`config.mk`:
```
export PLATFORM = sky130hd
export DESIGN_NAME = crl_ctrl
export DESIGN_NICKNAME = d
export VERILOG_FILES = /design/src/hdl/crl_pkg.sv /design/src/hdl/crl_ctrl.sv
export SDC_FILE = /design/constraint.sdc
export NUM_CORES = 1
export LEC_CHECK = 0
export BUFFER_PORTS_ARGS = -buffer_cell sky130_fd_sc_hd__buf_2
export CAP_MARGIN = 5
export CORE_AREA = 2 2 39 41
export CTS_CLUSTER_SIZE = 8
export DETAILED_ROUTE_END_ITERATION = 16
export DIE_AREA = 0 0 41 43
export GPL_ROUTABILITY_DRIVEN = 0
export SLEW_MARGIN = 0
export SYNTH_ARGS = -nofsm -noshare
export SYNTH_HDL_FRONTEND = slang
export SYNTH_SLANG_ARGS = --single-unit
```
`constraint.sdc`:
```
create_clock -name i_clk -period 2 [get_ports i_clk]
set_input_delay 0.3 -clock i_clk [delete_from_list [all_inputs] [get_ports i_clk]]
set_output_delay 0.3 -clock i_clk [all_outputs]
set_load 0.02 [all_outputs]
```
`src/hdl/crl_pkg.sv`:
```
// ----------------------------------------------------------------------------
// crl_pkg
// shared constants, beat types and controller/datapath interface structs
// ----------------------------------------------------------------------------
package crl_pkg;

    localparam int RAMP_DEPTH    = 16;
    localparam int PALETTE_DEPTH = 256;
    localparam int FRAC_BITS     = 16;

    localparam int RI_W   = (RAMP_DEPTH > 1) ? $clog2(RAMP_DEPTH) : 1;
    localparam int RC_W   = $clog2(RAMP_DEPTH + 1);
    localparam int PAL_AW = $clog2(PALETTE_DEPTH);
    localparam int PSZ_W  = $clog2(PALETTE_DEPTH + 1);

    typedef enum logic [1:0] {
        REQ_CLEAR   = 2'd0,
        REQ_PALETTE = 2'd1,
        REQ_RAMP    = 2'd2,
        REQ_LOOKUP  = 2'd3
    } t_req;

    typedef struct packed {
        t_req               req_type;
        logic [7:0]         entry_index;
        logic signed [31:0] range_low;
        logic signed [31:0] range_high;
        logic [7:0]         low_red;
        logic [7:0]         low_green;
        logic [7:0]         low_blue;
        logic [7:0]         high_red;
        logic [7:0]         high_green;
        logic [7:0]         high_blue;
        logic signed [31:0] sample_value;
    } t_in_beat;

    typedef struct packed {
        logic [7:0]         out_red;
        logic [7:0]         out_green;
        logic [7:0]         out_blue;
        logic               found;
        logic               table_defined;
        logic signed [31:0] table_min;
        logic signed [31:0] table_max;
    } t_out_beat;

    typedef struct packed {
        logic load;
        logic apply;
        logic scan_step;
        logic take_ramp;
        logic prep;
        logic set_flat;
        logic pal_take;
        logic mul_a;
        logic mul_b;
        logic div_step;
        logic emit;
    } t_cmd;

    typedef struct packed {
        logic is_lookup;
        logic has_ramps;
        logic pal_hit;
        logic ramp_hit;
        logic scan_last;
        logic flat;
        logic div_last;
        logic ch_last;
        logic out_free;
    } t_status;

endpackage

```
`src/hdl/crl_ctrl.sv`:
```
// ----------------------------------------------------------------------------
// crl_ctrl
// request sequencer: decode, ramp scan or palette read, per channel multiply and divide
// ----------------------------------------------------------------------------
module crl_ctrl (
    input  logic             i_clk,
    input  logic             i_rst_n,
    input  logic             i_in_valid,
    output logic             o_in_stall,
    input  crl_pkg::t_status i_status,
    output crl_pkg::t_cmd    o_cmd
);
    import crl_pkg::*;

    typedef enum logic [3:0] {
        ST_IDLE, ST_DECODE, ST_SCAN, ST_CHECK, ST_PAL,
        ST_MUL_A, ST_MUL_B, ST_DIV, ST_FINISH
    } t_state;

    t_state r_state, n_state;

    always_comb begin
        n_state = r_state;
        o_cmd   = '0;
        unique case (r_state)
            ST_IDLE: begin
                if (i_in_valid) begin
                    o_cmd.load = 1'b1;
                    n_state    = ST_DECODE;
                end
            end
            ST_DECODE: begin
                if (!i_status.is_lookup) begin
                    o_cmd.apply = 1'b1;
                    n_state     = ST_FINISH;
                end else if (i_status.has_ramps) begin
                    n_state = ST_SCAN;
                end else if (i_status.pal_hit) begin
                    n_state = ST_PAL;
                end else begin
                    n_state = ST_FINISH;
                end
            end
            ST_SCAN: begin
                if (i_status.ramp_hit) begin
                    o_cmd.take_ramp = 1'b1;
                    n_state         = ST_CHECK;
                end else if (i_status.scan_last) begin
                    n_state = ST_FINISH;
                end else begin
                    o_cmd.scan_step = 1'b1;
                end
            end
            ST_CHECK: begin
                if (i_status.flat) begin
                    o_cmd.set_flat = 1'b1;
                    n_state        = ST_FINISH;
                end else begin
                    o_cmd.prep = 1'b1;
                    n_state    = ST_MUL_A;
                end
            end
            ST_PAL: begin
                o_cmd.pal_take = 1'b1;
                n_state        = ST_FINISH;
            end
            ST_MUL_A: begin
                o_cmd.mul_a = 1'b1;
                n_state     = ST_MUL_B;
            end
            ST_MUL_B: begin
                o_cmd.mul_b = 1'b1;
                n_state     = ST_DIV;
            end
            ST_DIV: begin
                o_cmd.div_step = 1'b1;
                if (i_status.div_last) begin
                    n_state = i_status.ch_last ? ST_FINISH : ST_MUL_A;
                end
            end
            ST_FINISH: begin
                if (i_status.out_free) begin
                    o_cmd.emit = 1'b1;
                    n_state    = ST_IDLE;
                end
            end
            default: n_state = ST_IDLE;
        endcase
    end

    always_ff @(posedge i_clk) begin
        if (!i_rst_n) begin
            r_state <= ST_IDLE;
        end else begin
            r_state <= n_state;
        end
    end

    assign o_in_stall = (r_state != ST_IDLE);

endmodule

```
==> results of run 1 <==
-- stage by stage --
stage                     power [mW]  util [%]
final                          0.531      44.2
after detailed placement       0.435      42.4
after global routing           0.582      44.2
after CTS                      0.536      44.0
after floorplan                0.354         -
after global placement         0.437      42.4
-- placed cells by master (no fill, tap or decap), types with 2 or more instances in the layout --
cell       n
a21oi_1    4
nand3b_1   2
nor2_1     7
nor3_1     4
nor2b_1    2
and3_1     3
nand2b_1   2
nor4_1     3
o21ai_0    4
dfxtp_1    4
buf_2     23
nand2_1    5
clkbuf_4   3
o21a_1     2
nor4b_1    3
-- per-layer routing --
layer | GRT usage, % | part of all wire (%) | up-vias
li1 | - | - | 300
met4 | 8.00 | 0.97 | 0
met3 | 1.57 | 3.7 | 2
met1 | 24.8 | 48 | 260
met2 | 23.4 | 47 | 11
met5 | 0 | 0 | -
-- layout make-up --
| cell class | instances | area (sq um) |
|---|---|---|
| Sequential cell | 4 | 80.1 |
| Fill cell | 149 | 772 |
| Inverter | 1 | 3.75 |
| Timing Repair Buffer | 24 | 123 |
| Tap cell | 16 | 20.0 |
| Clock buffer | 3 | 22.5 |
| Multi-Input combinational cell | 58 | 363 |
-- cell families (layout without fill, tap and decap cells) --
kind of cell / count (synthesis) / count (layout) / synth area share, %
AO/OA/AOI/OAI: 18 / 18 / 27.0
AND/OR/NAND/NOR: 40 / 40 / 50.8
flip-flops: 4 / 4 / 17.3
buffers and inverters: 5 / 28 / 4.86
-- worst paths after layout --
check / to / slack (ps) / start / cells past startpoint
setup / recovery: o_cmd[8] / 150 / r_state[0] / 3
hold / removal: r_state[0] / 340 / i_rst_n / 2
setup reg to reg: r_state[0] / 340 / r_state[0] / 4
hold reg to reg: r_state[1] / 650 / r_state[1] / 2
-- critical path: cells and delay by family (launching register included) --
family | cells | cell delay, ps
flip-flops | 1 | 450
AND/OR/NAND/NOR | 2 | 640
buffers and inverters | 1 | 240
-- power breakdown --
group	internal, mW	leakage [nW]	switching (mW)
registers	0.0978	0.0326	0.0502
clock network	0.0668	0.0138	0.0289
logic	0.126	0.227	0.161
-- synthesized netlist by cell type --
master	n	area (sq um)
nor4b_1	3	26.3
and3_1	3	18.8
nand2b_2	1	8.76
o21a_1	2	15.0
a211o_1	1	8.76
dfxtp_1	4	80.1
clkbuf_1	1	3.75
a2111oi_0	1	8.76
nor2b_1	2	12.5
nand2b_1	2	12.5
inv_1	1	3.75
a21oi_1	4	20.0
o21ai_0	4	20.0
a2111oi_2	1	15.0
nand2_1	5	18.8
a21boi_0	1	7.51
and2_1	1	6.26
nor3_1	4	20.0
and2b_1	1	7.51
or2b_1	1	7.51
nor3b_1	1	7.51
or4_1	1	7.51
nand4b_1	1	8.76
a32o_1	1	10.0
a21boi_1	1	7.51
buf_2	3	15.0
and4_1	1	8.76
nor4_1	3	18.8
nand3b_1	2	15.0
nor2_1	8	30.0
o21ai_1	1	5.00
o211ai_1	1	7.51
-- timing repair --
item,CTS,global route
endpoints found under the hold margin,0,0
resized for setup,0,1
setup endpoints to repair,0,1
==> results.yml, run 1 <==
global_routing:
  antenna_found_initial: 0
  overflow: 0
  grt_usage_pct: 16.8
  grt_pass1_wl_microns: 2060
  grt_max_degree: 19
  grt_pass1_vias: 493
clock_network:
  postCtsSetupRepairBufs: 0
  cts_tree: "yes"
  hold_buffers: 0
  clk_path_buf_depth: 2
  cts_buffers: 3
  htree_levels: 1
  cts_root_buf: "clkbuf_4"
  clkTransAtPathRegs_ps: 30
  cts_num_sinks: 4
  clk_latency_ps: 230
synth:
  synth_seq_cells: 4
  synth_nets: 79
  ys_types: 32
  syn_avg_cell_area_sq_um: 6.91
  seq_area_frac_synth_pct: 17.3
  yosysWarnings: 0
  postSynthCellCount: 67
  synth_area_sq_um: 463
setup_path:
  critPathMaxStageDelay_ps: 450
  crit_required_ps: 1700
  path_class: "flip-flop to output port"
  cp-start-kind: "flip-flop"
  crit_path_end_kind: "output port"
  critPathSlowestCell: "dfxtp_1"
  worstPathMaxFanout: 18
  arrival_ps: 1550
  path_cells: "nand2b_1 -> nor4b_1 -> buf_2"
route:
  dr_total_vias: 573
  viasPerCell: 5.41
  routed_wl_microns: 1240
  firstDrtPassIters: 4
  drc: 0
  drt_iter0_markers: 5
  ant_nets: 0
  routedWlPerCell_microns: 11.7
placement:
  dpl.hpwl_microns: 986
  placed_cell_area_sq_um: 587
  pre_cts_ws_ps: 337
  place_inst: 103
  port_buffers: 23
timing:
  post-route-min-period_ps: 1850
  setup_viol: 0
  fin_skew_ps: 0.501
  finalSetupTns_ps: 0
  fin_ws_ps: 147
  worst_slew_pin_slew_ps: 519
  hold_ws_ps: 338
  relSlewSlack_pct: 65.1
  clock.fmax_mhz: 540
  finalHoldViolations: 0
  post-route-period-util_pct: 92.7
  rsz0062_at_grt: "no"
  slew_violations: 0
min_path:
  hp-class: "input pin to flip-flop"
cells_and_area:
  diodes: 0
  fin_cells: 106
  area_delta_synth_final_pct: 32.2
  final_area_sq_um: 612
  drive_gt1_share_pct: 33.3
  top_regs: "r_state: 4 flops"
  largest_reg_flops: 4
  regMostFlops: "r_state"
  nets: 104
power:
  vdd_drop_max_v: 0.000594
  leakage_nw: 0.273
  power_density_nw_per_um2: 867
run_status:
  status: "finished, final reports clean"
die:
  io_pins: 24
  dieArea_sq_um: 1760
  num_rows: 14
  die_h_microns: 43
  start_util_pct: 33.5
  core_region_area_sq_um: 1380
  die_w_microns: 41
job:
  cap_violations: 0
No activity file was read; power rests on OpenSTA's default activity.
==> run 2, diff against run 1 <==
- CORE_AREA: 2 2 39 41 -> 8 8 45 47
- DIE_AREA: 0 0 41 43 -> 0 0 53 55
==> run 2 against run 1 <==
  * Fmax increased by 0.90%
  * Global-route usage decreased by 5.9 points
  * Via count up 3.7%
  * Sequential share of layout area shrank 0.11 points
  * First-iteration DRC count is 40% higher
  * Wire length increased by 20%
  * Combinational power is 2% higher
  * Sequential power is essentially flat
  * Final area rose by 2.5%
  * Total power increased by 2.8%
  * Cell count rose by 0.94%
  * Clock power increased by 6%
  * Critical path type unchanged
  * Largest power group unchanged
  * Highest routed layer unchanged
==> results.yml, run 2 (synthesized netlist as in run 1, its figures left out) <==
run_status:
  status: "finished, final reports clean"
timing:
  post-route-period-util_pct: 91.8
  relSlewSlack_pct: 66.2
  slew_violations: 0
  setup_viol: 0
  rsz0062_at_grt: "no"
  fin_ws_ps: 163
  finalSetupTns_ps: 0
  fin_skew_ps: 0.146
  worst_slew_pin_slew_ps: 506
  finalHoldViolations: 0
  post-route-min-period_ps: 1840
  clock.fmax_mhz: 545
cells_and_area:
  area_delta_synth_final_pct: 35.4
  drive_gt1_share_pct: 36.3
  largest_reg_flops: 4
  diodes: 0
  nets: 105
  fin_cells: 107
  mostFrequentLayoutCells: "buf_2 (23), nor2_1 (7), nand2_1 (5)"
  regMostFlops: "r_state"
  top_regs: "r_state: 4 flops"
  final_common_cell: "buf_2"
setup_path:
  path_cells: "nor2_1 -> and3_1 -> and2_1 -> buf_2"
  path_buf_inv: 1
  crit_required_ps: 1700
  cp-start-kind: "flip-flop"
  critPathMaxStageDelay_ps: 630
  cp_top_family: "flip-flops"
  path_class: "flip-flop to output port"
  worstPathMaxFanout: 18
  crit_path_end_kind: "output port"
  critPathSlowestCell: "dfxtp_1"
  arrival_ps: 1540
route:
  routed_wl_microns: 1480
  drt_iter0_markers: 7
  firstDrtPassIters: 4
  viasPerCell: 5.55
  drc: 0
  routedWlPerCell_microns: 13.9
  dr_total_vias: 594
  ant_nets: 0
power:
  power_density_nw_per_um2: 870
  internal_power_uw: 294
  vdd_drop_max_v: 0.000383
  swShare_pct: 46.0
  power.switching_uw: 251
  p_comb_share_pct: 53.7
  seqPwrFrac_pct: 27.8
  finalPower_uw: 545
  p_clk_share_pct: 18.5
  leakage_nw: 0.281
die:
  dieArea_sq_um: 2920
  num_rows: 14
  die_w_microns: 53
  core_region_area_sq_um: 1380
  io_pins: 24
  start_util_pct: 33.5
  die_h_microns: 55
placement:
  dpl.hpwl_microns: 1180
  pre_cts_ws_ps: 330
  port_buffers: 23
  place_inst: 104
clock_network:
  clk_latency_ps: 240
  cts_buffers: 3
  htree_levels: 1
  cts_num_sinks: 4
  postCtsSetupRepairBufs: 0
  cts_tree: "yes"
  cts_root_buf: "clkbuf_4"
  clkTransAtPathRegs_ps: 40
  clk_path_buf_depth: 2
global_routing:
  grt_max_degree: 19
  grt_usage_pct: 10.9
  grt_pass1_wl_microns: 2390
  grt_pass1_vias: 556
  overflow: 0
  antenna_found_initial: 0
job:
  cap_violations: 0
min_path:
  hp-class: "input pin to flip-flop"
## run 2: repair_timing
item	CTS	global route
hold buffers	0	0
gates resized for setup	0	3
endpoints found under the setup margin	0	1
## run 2: stage by stage
step	instance area [sq um]	hold WS, ps	utilization, %
global placement	594	578	42.9
global route	627	334	45.3
floorplan	463	418	-
finish	627	339	45.3
detailed placement	594	588	42.9
CTS	617	335	44.6
## run 2: path summary, 6_finish.rpt
| check | cells after the start | startpoint | slack [ps] | to |
|---|---|---|---|---|
| max | 4 | r_state[0] | 160 | o_cmd[0] |
| min | 2 | i_rst_n | 340 | r_state[2] |
| max reg2reg | 5 | r_state[0] | 310 | r_state[0] |
| min reg2reg | 2 | r_state[1] | 580 | r_state[1] |
## run 2: final cells by class
type	instances	area, sq um
timing repair buffer	25	130
fill	159	757
tap	16	20.0
clock buffer	3	22.5
multi-input combinational	58	369
inverter	1	3.75
sequential	4	81.3
## run 2: per-layer routing
layer  vias up  routed length, microns  global-route usage [%]
met4         0                      22                    6.47
li1        303                       -                       -
met3         4                      85                    3.48
met5         -                       0                       0
met1       269                     688                    13.1
met2        18                     686                    16.6
## run 2: power by group through the flow
stage	clock, mW	sequential (mW)	combinational, mW
2_1_floorplan	0	0.117	0.237
3_3_place_gp	0	0.149	0.291
3_5_place_dp	0	0.149	0.292
4_1_cts	0.106	0.148	0.293
5_1_grt	0.111	0.158	0.330
6_report	0.101	0.151	0.293
